## src/design/graph_adjacency_engine_unit_assert.svh

```systemverilog
// Assertion macros for the graph adjacency engine.
// Used by the top level only; expands to nothing when SYNTHESIS is defined.
`ifndef GRAPH_ADJACENCY_ENGINE_UNIT_ASSERT_SVH
`define GRAPH_ADJACENCY_ENGINE_UNIT_ASSERT_SVH

`ifndef SYNTHESIS
// Property holds on every clock edge outside reset.
`define GAE_ASSERT(lbl, clk, rst_n, prop) \
  lbl: assert property (@(posedge clk) disable iff (!rst_n) (prop)) \
    else $error("gae assertion failed");
// Consequent holds in the cycle after the antecedent.
`define GAE_ASSERT_NEXT(lbl, clk, rst_n, ante, cons) \
  lbl: assert property (@(posedge clk) disable iff (!rst_n) (ante) |=> (cons)) \
    else $error("gae sequencing assertion failed");
`else
`define GAE_ASSERT(lbl, clk, rst_n, prop)
`define GAE_ASSERT_NEXT(lbl, clk, rst_n, ante, cons)
`endif

`endif

```

## src/design/gae_pkg.sv

```systemverilog
// Shared types and constants for the graph adjacency engine.
// No dependencies; imported by the controller, datapath, top level, checker and testbench.
package gae_pkg;

  localparam int MAX_VERTICES_DEF = 16;
  localparam int OP_W  = 3;
  localparam int VTX_W = 4;
  localparam int VAL_W = 5;
  localparam int CNT_W = 5;
  localparam logic [CNT_W-1:0] VC_RESET = 5'd16;

  typedef enum logic [OP_W-1:0] {
    OP_INSERT    = 3'd0,
    OP_REMOVE    = 3'd1,
    OP_CONNECTED = 3'd2,
    OP_DEGREE    = 3'd3,
    OP_POPULAR   = 3'd4,
    OP_PATH      = 3'd5
  } op_t;

  typedef enum logic [3:0] {
    S_IDLE,
    S_DISPATCH,
    S_RD_A,
    S_WR_A,
    S_RD_B,
    S_WR_B,
    S_CHK,
    S_DEG,
    S_POP_RD,
    S_POP_CMP,
    S_PATH_PICK,
    S_PATH_EXP,
    S_RESULT
  } state_t;

  typedef enum logic [1:0] {
    RS_A,
    RS_B,
    RS_IDX,
    RS_PICK
  } rd_sel_t;

  typedef enum logic [2:0] {
    VS_ZERO,
    VS_ONE,
    VS_CONN,
    VS_DEG,
    VS_BEST
  } val_sel_t;

  typedef struct packed {
    logic     load;
    logic     rd_en;
    rd_sel_t  rd_sel;
    logic     wr_en;
    logic     wr_to_b;
    logic     pop_clear;
    logic     pop_cmp;
    logic     path_init;
    logic     path_pick;
    logic     path_exp;
    logic     set_val;
    val_sel_t val_sel;
    logic     push;
  } cmd_t;

  typedef struct packed {
    logic [OP_W-1:0] op;
    logic            err;
    logic            same_ab;
    logic            cnt_zero;
    logic            scan_last;
    logic            pend_none;
    logic            found;
    logic            out_free;
  } sts_t;

endpackage

```

## src/design/gae_ram.sv

```systemverilog
// Generic single-port-write, single-port-read RAM with registered read data.
// No dependencies.
module gae_ram #(
  parameter int WIDTH = 16,
  parameter int DEPTH = 16
) (
  input  logic                                   clk,
  input  logic                                   wr_en,
  input  logic [(DEPTH > 1 ? $clog2(DEPTH) : 1)-1:0] wr_addr,
  input  logic [WIDTH-1:0]                       wr_data,
  input  logic                                   rd_en,
  input  logic [(DEPTH > 1 ? $clog2(DEPTH) : 1)-1:0] rd_addr,
  output logic [WIDTH-1:0]                       rd_data
);

  logic [WIDTH-1:0] mem [DEPTH];

  always_ff @(posedge clk) begin
    if (wr_en) begin
      mem[wr_addr] <= wr_data;
    end
    if (rd_en) begin
      rd_data <= mem[rd_addr];
    end
  end

endmodule

```

## src/design/gae_ctrl.sv

```systemverilog
// Sequencing state machine for the graph adjacency engine.
// Depends on gae_pkg; drives the datapath through cmd_t, reads sts_t.
module gae_ctrl (
  input  logic          clk,
  input  logic          rst_n,
  input  logic          in_valid,
  output logic          in_stall,
  input  gae_pkg::sts_t sts,
  output gae_pkg::cmd_t cmd
);
  import gae_pkg::*;

  state_t state_r, state_nxt;

  always_ff @(posedge clk) begin
    if (!rst_n) begin
      state_r <= S_IDLE;
    end else begin
      state_r <= state_nxt;
    end
  end

  assign in_stall = (state_r != S_IDLE);

  always_comb begin
    state_nxt = state_r;
    unique case (state_r)
      S_IDLE: begin
        if (in_valid) state_nxt = S_DISPATCH;
      end
      S_DISPATCH: begin
        priority if (sts.err) begin
          state_nxt = S_RESULT;
        end else begin
          unique case (sts.op)
            OP_INSERT, OP_REMOVE, OP_CONNECTED, OP_DEGREE: state_nxt = S_RD_A;
            OP_POPULAR: state_nxt = sts.cnt_zero ? S_RESULT : S_POP_RD;
            OP_PATH:    state_nxt = sts.same_ab ? S_RESULT : S_PATH_PICK;
            default:    state_nxt = S_RESULT;
          endcase
        end
      end
      S_RD_A: begin
        unique case (sts.op)
          OP_INSERT, OP_REMOVE: state_nxt = S_WR_A;
          OP_CONNECTED:         state_nxt = S_CHK;
          default:              state_nxt = S_DEG;
        endcase
      end
      S_WR_A:      state_nxt = S_RD_B;
      S_RD_B:      state_nxt = S_WR_B;
      S_WR_B:      state_nxt = S_RESULT;
      S_CHK:       state_nxt = S_RESULT;
      S_DEG:       state_nxt = S_RESULT;
      S_POP_RD:    state_nxt = S_POP_CMP;
      S_POP_CMP:   state_nxt = sts.scan_last ? S_RESULT : S_POP_RD;
      S_PATH_PICK: state_nxt = sts.pend_none ? S_RESULT : S_PATH_EXP;
      S_PATH_EXP:  state_nxt = sts.found ? S_RESULT : S_PATH_PICK;
      S_RESULT: begin
        if (sts.out_free) state_nxt = S_IDLE;
      end
      default:     state_nxt = S_IDLE;
    endcase
  end

  always_comb begin
    cmd = '0;
    unique case (state_r)
      S_IDLE: begin
        cmd.load = in_valid;
      end
      S_DISPATCH: begin
        priority if (sts.err) begin
          cmd.set_val = 1'b1;
          cmd.val_sel = VS_ZERO;
        end else begin
          unique case (sts.op)
            OP_INSERT, OP_REMOVE, OP_CONNECTED, OP_DEGREE: begin
              cmd.rd_en  = 1'b1;
              cmd.rd_sel = RS_A;
            end
            OP_POPULAR: begin
              cmd.pop_clear = 1'b1;
              cmd.set_val   = sts.cnt_zero;
              cmd.val_sel   = VS_ZERO;
            end
            OP_PATH: begin
              cmd.path_init = 1'b1;
              cmd.set_val   = sts.same_ab;
              cmd.val_sel   = VS_ONE;
            end
            default: begin
              cmd.set_val = 1'b1;
              cmd.val_sel = VS_ZERO;
            end
          endcase
        end
      end
      S_WR_A: begin
        cmd.wr_en  = 1'b1;
        cmd.rd_en  = 1'b1;
        cmd.rd_sel = RS_B;
      end
      S_WR_B: begin
        cmd.wr_en   = 1'b1;
        cmd.wr_to_b = 1'b1;
        cmd.set_val = 1'b1;
        cmd.val_sel = VS_ZERO;
      end
      S_CHK: begin
        cmd.set_val = 1'b1;
        cmd.val_sel = VS_CONN;
      end
      S_DEG: begin
        cmd.set_val = 1'b1;
        cmd.val_sel = VS_DEG;
      end
      S_POP_RD: begin
        cmd.rd_en  = 1'b1;
        cmd.rd_sel = RS_IDX;
      end
      S_POP_CMP: begin
        cmd.pop_cmp = 1'b1;
        cmd.set_val = sts.scan_last;
        cmd.val_sel = VS_BEST;
      end
      S_PATH_PICK: begin
        cmd.rd_en     = !sts.pend_none;
        cmd.rd_sel    = RS_PICK;
        cmd.path_pick = !sts.pend_none;
        cmd.set_val   = sts.pend_none;
        cmd.val_sel   = VS_ZERO;
      end
      S_PATH_EXP: begin
        cmd.path_exp = 1'b1;
        cmd.set_val  = sts.found;
        cmd.val_sel  = VS_ONE;
      end
      S_RESULT: begin
        cmd.push = sts.out_free;
      end
      default: begin
        cmd = '0;
      end
    endcase
  end

endmodule

```

## src/design/gae_datapath.sv

```systemverilog
// Datapath of the graph adjacency engine: item registers, adjacency RAM,
// scan and search registers, result and output registers. Uses gae_pkg, gae_ram.
module gae_datapath #(
  parameter int MAX_VERTICES = gae_pkg::MAX_VERTICES_DEF
) (
  input  logic                       clk,
  input  logic                       rst_n,
  input  logic [gae_pkg::OP_W-1:0]   in_operation,
  input  logic [gae_pkg::VTX_W-1:0]  in_vertex_a,
  input  logic [gae_pkg::VTX_W-1:0]  in_vertex_b,
  input  logic                       cfg_we,
  input  logic [gae_pkg::CNT_W-1:0]  cfg_data,
  input  gae_pkg::cmd_t              cmd,
  output gae_pkg::sts_t              sts,
  output logic                       out_valid,
  input  logic                       out_stall,
  output logic [gae_pkg::VAL_W-1:0]  out_value,
  output logic                       out_error
);
  import gae_pkg::*;

  localparam int AW = (MAX_VERTICES > 1) ? $clog2(MAX_VERTICES) : 1;
  localparam int DW = $clog2(MAX_VERTICES + 1);
  localparam int KW = (DW > CNT_W) ? DW : CNT_W;

  typedef logic [MAX_VERTICES-1:0] row_t;

  function automatic row_t vtx_oh(input logic [VTX_W-1:0] v);
    row_t r;
    for (int i = 0; i < MAX_VERTICES; i++) begin
      r[i] = (i == int'(v));
    end
    return r;
  endfunction

  function automatic logic [DW-1:0] popcnt(input row_t x);
    logic [DW-1:0] n;
    n = '0;
    for (int i = 0; i < MAX_VERTICES; i++) begin
      n = n + DW'(x[i]);
    end
    return n;
  endfunction

  logic [OP_W-1:0]  op_r;
  logic [VTX_W-1:0] va_r, vb_r;
  logic [CNT_W-1:0] vc_r;
  logic [KW-1:0]    idx_r;
  logic [VAL_W-1:0] best_r, best_nxt;
  logic [DW-1:0]    best_deg_r, best_deg_nxt;
  row_t             visited_r, done_r, row_vld_r;
  logic             rd_vld_r;
  logic [VAL_W-1:0] res_val_r, res_val_nxt;
  logic             res_err_r;
  logic             out_valid_r;
  logic [VAL_W-1:0] out_value_r;
  logic             out_error_r;

  logic [KW-1:0]    act_cnt;
  row_t             act_mask, row, row_act, pend, pick_oh, wr_oh, wr_data, rd_data;
  logic [AW-1:0]    rd_addr, wr_addr, pick_idx;
  logic [DW-1:0]    deg;
  logic             a_ok, b_ok, err_w;

  // Count in use saturates at the matrix size.
  assign act_cnt = (KW'(vc_r) > KW'(MAX_VERTICES)) ? KW'(MAX_VERTICES) : KW'(vc_r);

  always_comb begin
    for (int i = 0; i < MAX_VERTICES; i++) begin
      act_mask[i] = (KW'(i) < act_cnt);
    end
  end

  assign a_ok = (KW'(va_r) < act_cnt);
  assign b_ok = (KW'(vb_r) < act_cnt);

  always_comb begin
    unique case (op_r)
      OP_INSERT, OP_REMOVE, OP_CONNECTED, OP_PATH: err_w = !(a_ok && b_ok);
      OP_DEGREE: err_w = !a_ok;
      default:   err_w = 1'b0;
    endcase
  end

  // Rows never written read as empty.
  assign row     = rd_vld_r ? rd_data : '0;
  assign row_act = row & act_mask;
  assign deg     = popcnt(row_act);

  assign pend    = visited_r & ~done_r;
  assign pick_oh = pend & (~pend + row_t'(1));

  always_comb begin
    pick_idx = '0;
    for (int i = MAX_VERTICES - 1; i >= 0; i--) begin
      if (pend[i]) pick_idx = AW'(i);
    end
  end

  always_comb begin
    unique case (cmd.rd_sel)
      RS_A:    rd_addr = AW'(va_r);
      RS_B:    rd_addr = AW'(vb_r);
      RS_IDX:  rd_addr = AW'(idx_r);
      RS_PICK: rd_addr = pick_idx;
      default: rd_addr = '0;
    endcase
  end

  assign wr_addr = cmd.wr_to_b ? AW'(vb_r) : AW'(va_r);
  assign wr_oh   = cmd.wr_to_b ? vtx_oh(va_r) : vtx_oh(vb_r);
  assign wr_data = (op_r == OP_INSERT) ? (row | wr_oh) : (row & ~wr_oh);

  gae_ram #(
    .WIDTH (MAX_VERTICES),
    .DEPTH (MAX_VERTICES)
  ) u_rows (
    .clk     (clk),
    .wr_en   (cmd.wr_en),
    .wr_addr (wr_addr),
    .wr_data (wr_data),
    .rd_en   (cmd.rd_en),
    .rd_addr (rd_addr),
    .rd_data (rd_data)
  );

  // Keep the first lowest-index row with the greatest degree.
  always_comb begin
    best_nxt     = best_r;
    best_deg_nxt = best_deg_r;
    if (deg > best_deg_r) begin
      best_nxt     = VAL_W'(idx_r);
      best_deg_nxt = deg;
    end
  end

  always_comb begin
    unique case (cmd.val_sel)
      VS_ZERO: res_val_nxt = '0;
      VS_ONE:  res_val_nxt = VAL_W'(1);
      VS_CONN: res_val_nxt = VAL_W'(|(row & vtx_oh(vb_r)));
      VS_DEG:  res_val_nxt = VAL_W'(deg);
      VS_BEST: res_val_nxt = best_nxt;
      default: res_val_nxt = '0;
    endcase
  end

  always_ff @(posedge clk) begin
    if (!rst_n) begin
      vc_r        <= VC_RESET;
      row_vld_r   <= '0;
      rd_vld_r    <= 1'b0;
      out_valid_r <= 1'b0;
    end else begin
      if (cfg_we) vc_r <= cfg_data;
      if (cmd.wr_en) row_vld_r[wr_addr] <= 1'b1;
      if (cmd.rd_en) rd_vld_r <= row_vld_r[rd_addr];
      if (cmd.push) begin
        out_valid_r <= 1'b1;
      end else if (!out_stall) begin
        out_valid_r <= 1'b0;
      end
    end
  end

  always_ff @(posedge clk) begin
    if (cmd.load) begin
      op_r <= in_operation;
      va_r <= in_vertex_a;
      vb_r <= in_vertex_b;
    end
    if (cmd.pop_clear) begin
      idx_r      <= '0;
      best_r     <= '0;
      best_deg_r <= '0;
    end else if (cmd.pop_cmp) begin
      idx_r      <= idx_r + KW'(1);
      best_r     <= best_nxt;
      best_deg_r <= best_deg_nxt;
    end
    if (cmd.path_init) begin
      visited_r <= vtx_oh(va_r);
      done_r    <= '0;
    end else begin
      if (cmd.path_pick) done_r <= done_r | pick_oh;
      if (cmd.path_exp) visited_r <= visited_r | row_act;
    end
    if (cmd.set_val) begin
      res_val_r <= res_val_nxt;
      res_err_r <= err_w;
    end
    if (cmd.push) begin
      out_value_r <= res_val_r;
      out_error_r <= res_err_r;
    end
  end

  assign sts.op        = op_r;
  assign sts.err       = err_w;
  assign sts.same_ab   = (va_r == vb_r);
  assign sts.cnt_zero  = (act_cnt == '0);
  assign sts.scan_last = ((idx_r + KW'(1)) >= act_cnt);
  assign sts.pend_none = (pend == '0);
  assign sts.found     = |(row_act & vtx_oh(vb_r));
  assign sts.out_free  = !out_valid_r || !out_stall;

  assign out_valid = out_valid_r;
  assign out_value = out_value_r;
  assign out_error = out_error_r;

endmodule

```

## src/design/graph_adjacency_engine_unit.sv

```systemverilog
// Graph adjacency engine: controller plus datapath over a row RAM, one word at a time.
// Per word: insert/remove read and write row a, then row b; connected/degree read row a;
// errors, unused codes and empty most popular go straight to the result; most popular
// scans each row in use; path expands pending vertices until b is found or none remain.
// The next word is taken once the result is registered, later under out_stall.
// Reset (rst_n low, synchronous): graph empty through row valid bits, vertex_count 16.
`include "graph_adjacency_engine_unit_assert.svh"
module graph_adjacency_engine_unit #(
  parameter int MAX_VERTICES = gae_pkg::MAX_VERTICES_DEF
) (
  input  logic                       clk,
  input  logic                       rst_n,
  input  logic                       in_valid,
  output logic                       in_stall,
  input  logic [gae_pkg::OP_W-1:0]   in_operation,
  input  logic [gae_pkg::VTX_W-1:0]  in_vertex_a,
  input  logic [gae_pkg::VTX_W-1:0]  in_vertex_b,
  output logic                       out_valid,
  input  logic                       out_stall,
  output logic [gae_pkg::VAL_W-1:0]  out_value,
  output logic                       out_error,
  input  logic                       cfg_valid,
  output logic                       cfg_ready,
  input  logic [gae_pkg::CNT_W-1:0]  cfg_data
);
  import gae_pkg::*;

  cmd_t cmd;
  sts_t sts;
  logic cfg_we;

  // Writes must arrive only while idle (the block does not enforce it), so always take them.
  assign cfg_ready = 1'b1;
  assign cfg_we    = cfg_valid && cfg_ready;

  gae_ctrl u_ctrl (
    .clk      (clk),
    .rst_n    (rst_n),
    .in_valid (in_valid),
    .in_stall (in_stall),
    .sts      (sts),
    .cmd      (cmd)
  );

  gae_datapath #(
    .MAX_VERTICES (MAX_VERTICES)
  ) u_dp (
    .clk          (clk),
    .rst_n        (rst_n),
    .in_operation (in_operation),
    .in_vertex_a  (in_vertex_a),
    .in_vertex_b  (in_vertex_b),
    .cfg_we       (cfg_we),
    .cfg_data     (cfg_data),
    .cmd          (cmd),
    .sts          (sts),
    .out_valid    (out_valid),
    .out_stall    (out_stall),
    .out_value    (out_value),
    .out_error    (out_error)
  );

  `GAE_ASSERT_NEXT(a_busy_after_accept, clk, rst_n, in_valid && !in_stall, in_stall)
  `GAE_ASSERT(a_push_needs_room, clk, rst_n, !cmd.push || !out_valid || !out_stall)
  `GAE_ASSERT(a_error_value_zero, clk, rst_n, !(out_valid && out_error) || out_value == '0)
  `GAE_ASSERT(a_write_only_busy, clk, rst_n, !cmd.wr_en || in_stall)

endmodule

```

## config.mk

```make
export PLATFORM = sky130hd
export DESIGN_NAME = graph_adjacency_engine_unit
export DESIGN_NICKNAME = d
export VERILOG_FILES = /design/src/design/gae_pkg.sv /design/src/design/gae_ram.sv /design/src/design/gae_ctrl.sv /design/src/design/gae_datapath.sv /design/src/design/graph_adjacency_engine_unit.sv
export VERILOG_INCLUDE_DIRS = /design/src /design/src/design
export SDC_FILE = /design/constraint.sdc
export NUM_CORES = 1
export LEC_CHECK = 0
export BUFFER_PORTS_ARGS = -buffer_cell sky130_fd_sc_hd__buf_2
export CORE_UTILIZATION = 55
export DETAILED_ROUTE_END_ITERATION = 8
export PLACE_DENSITY = 0.76
export SLEW_MARGIN = 0
export SYNTH_ARGS = -nofsm -noshare
export SYNTH_HDL_FRONTEND = slang
export SYNTH_SLANG_ARGS = --single-unit
```

## constraint.sdc

```tcl
create_clock -name clk -period 7.5 [get_ports clk]
set_input_delay 0.75 -clock clk [delete_from_list [all_inputs] [get_ports clk]]
set_output_delay 0.75 -clock clk [all_outputs]
set_load 0.02 [all_outputs]
```

==> run metrics <==
WS Path Type reg2reg; RSZ-0062 raised after global routing false; crit start category flop; worst hold path type in2reg; Leak 6.580 nW; Core Util, Final 0.6266; pin count of the biggest net entering global routing 85; Die W 177.2 um; worst stage delay on the critical path 0.63 ns; Slew HR 0.08857; Worst Setup SP u_dp.vc_r[4]$_SDFFE_PN1P_; status complete, no violations; area share of the largest cell type after synthesis 0.5532; I/O pin total 30; number of enable flip-flop cells after synthesis 311; FF+latch area 10500 um^2; number of remaining DRC errors 0; min-delay src in_vertex_a[3]; Via density 6.164; IO Port Bufs 28; critical-path cell list nor2_1 > a21oi_1 > ha_1 > inv_1 > fa_1 > fa_1 > fa_1 > inv_1 > fa_1 > fa_1 > inv_1 > fa_1 > inv_1 > ha_1 > nor2b_1 > o21a_1 > o21ai_0 > nand2b_1 > a21oi_1 > a31oi_1 > and2_1 > mux2i_1 > nor2_1; crit path max fanout 14; Multi-input gate area 5959 um^2; CP most frequent cell fa_1; core footprint 29950 um^2; Starting DRT DRC Count 1319; Reg-to-Reg End u_dp.best_deg_r[4]$_SDFFE_PP0P_; Post-layout nets 1540; CTS tree built; fill count 2275; dominant synthesized flop cell edfxtp_1; slew at the pin closest to its max-slew limit 1.329 ns; sequential fraction of the synthesis area 0.6220; Routed Antenna Nets 0; Worst R2R Start u_dp.vc_r[4]$_SDFFE_PN1P_; Setup TNS 0 ns; hold-critical path depth 1; synth top area cells edfxtp_1 55%, dfxtp_1 6.9%, nand2_1 6.3%; # diodes 0; Inserted Clock Buffers 38; synthesized flop and latch total 369; final worst slack 0.5497 ns; total power 6.810 mW; Synth area leader edfxtp_1; count leader, synth edfxtp_1; initial antenna violation count 0; Max Root-Sink Buffers 3; max cap viols 0; WL final 42010 um; TritonRoute pass-1 iters 8; gp weighted congestion 0.9331; Clock Pin Slew Worst Setup and Hold Paths 0.06 ns; Max Slew Vio Count 0; CP top delay family adder cells; asr flop ratio synth 0; Hold Buf Count CTS 0; Worst-Skew Late Latency 0.55 ns; total number of vias 11750; Place WS 0.5282 ns; maximum VDD drop 215.2 uV; Post-Synthesis Cells 1482; die area 31400 um^2; Mean Syn Cell Area 11.39 um^2; synthesized area 16880 um^2; Area Growth Syn to Fin 11.18%; hold path endpoint u_dp.va_r[3]$_DFFE_PP_; hold slack 0.3761 ns; critical path buffer and inverter count 4; Starting Density 0.5636; P per Cell Area 362.8 nW/um^2; cts repair resizes 0; YS warnings 0; Crit-path slowest cell and2_1; Req. time, crit path 7.93 ns; Worst EP arrival 7.38 ns; clock root buffer clkbuf_16; H-tree depth 2; Final setup violation count 0; clock sink count 369; layout cell share with drive strength beyond 1 0.1115; r2r setup slk 0.55 ns; DIE HEIGHT 177.2 um; GR Overflow Total 0; Yosys cell types 76; vias in the first global route 11380; cells on worst reg2reg path 23; row cnt 63; Post-DP HPWL 26000 um; Layout Skew 0.01421 ns; Final Critical Period 6.950 ns; Final Hold Fails 0; first-pass GRT wire length 64850 um; fmax 143.9 MHz; drt wl/cell 22.04 um; GRT Overall Usage 0.2749; syn nets 1535; Critical Path End Type flop; fin crit share 0.9267; commonest cells in the synthesized netlist 311 x edfxtp_1, 284 x nand2_1, 96 x o21ai_0; Post-CTS Setup Bufs 0
-- stage by stage --
| stage | cell area, um^2 | cells |
|---|---|---|
| 2_1_floorplan | 16880 | 1482 |
| 3_3_place_gp | 17430 | 1837 |
| 3_5_place_dp | 17430 | 1837 |
| 4_1_cts | 18770 | 1906 |
| 5_1_grt | 18770 | 1906 |
| 6_report | 18770 | 1906 |
-- flip-flops by register name (all words and copies together) (netlist names) --
signal / cells
u_dp.rd_vld_r: 1
u_dp.res_val_r: 5
u_dp.u_rows.rd_data: 16
u_dp.done_r: 16
u_dp.u_rows.mem: 256
u_dp.op_r: 3
u_dp.out_value: 5
u_dp.best_r: 5
u_dp.visited_r: 16
u_ctrl.state_r: 4
u_dp.row_vld_r: 16
u_dp.out_error: 1
u_dp.res_err_r: 1
u_dp.idx_r: 5
u_dp.vc_r: 5
u_dp.va_r: 4
u_dp.vb_r: 4
u_dp.out_valid: 1
u_dp.best_deg_r: 5
-- logic make-up (layout without fill, tap and decap cells) --
group	count (synthesis)	in the layout	synth area share
XOR/XNOR	13	13	0.006745
adder cells (fa/ha/maj)	32	32	0.02816
other	1	1	0.0002221
flip-flops	369	369	0.6220
AND/OR/NAND/NOR	558	558	0.1508
buffers and inverters	125	159	0.02965
AO/OA/AOI/OAI	333	333	0.1310
multiplexers	51	51	0.03143
-- cell type report --
| class | count | area share |
|---|---|---|
| Sequential cell | 369 | 0.5594 |
| Multi-Input combinational cell | 988 | 0.3175 |
| Clock buffer | 46 | 0.05226 |
| Tap cell | 390 | 0.02600 |
| Timing Repair Buffer | 59 | 0.01987 |
| Clock inverter | 23 | 0.01873 |
| Inverter | 31 | 0.006200 |
-- layout by cell type (no fill, tap or decap), drive strengths merged, types with 5 or more instances in the layout --
master,netlist,layout
a31oi,48,48
fa,10,10
clkbuf,69,46
nand3,58,58
bufinv,0,7
inv,31,34
nor2,86,86
a22oi,21,21
o21ai,100,100
dfxtp,58,58
o22ai,5,5
mux2i,44,44
xor2,6,6
or3,8,8
nand2,284,284
and2,38,38
a21oi,33,33
o211ai,6,6
edfxtp,311,311
nor3,11,11
o221ai,16,16
mux2,6,6
ha,22,22
xnor2,7,7
nand2b,24,24
clkinv,0,11
a21boi,6,6
a211oi,36,36
buf,25,59
nor2b,26,26
o21a,25,25
-- worst max path at each step --
stage | endpoint | slack [ns] | depth (start not counted)
CTS | u_dp.best_r[3]$_SDFFE_PP0P_ | 0.47 | 21
global placement | u_dp.best_deg_r[3]$_SDFFE_PP0P_ | 0.81 | 21
finish | u_dp.best_deg_r[4]$_SDFFE_PP0P_ | 0.55 | 23
detailed placement | u_dp.best_deg_r[4]$_SDFFE_PP0P_ | 0.53 | 21
global route | u_dp.best_r[3]$_SDFFE_PP0P_ | 0.08 | 23
floorplan | u_dp.best_deg_r[4]$_SDFFE_PP0P_ | 1.18 | 26
-- power breakdown --
group / switching [mW] / leakage [nW] / total (mW) / internal [mW]
Clock: 0.813 / 0.646 / 2.01 / 1.19
Combinational: 1.45 / 2.68 / 2.16 / 0.711
Sequential: 0.169 / 3.25 / 2.65 / 2.48
-- metal layers --
layer  vias up  wire [um]  global-route usage
met3       119       3344             0.04467
li1       5437          -                   -
met5         -          0                   0
met2       551      20090              0.4482
met1      5642      17050              0.3684
met4         0       1526              0.1070
Note: power is estimated with default switching activity, not from simulation.
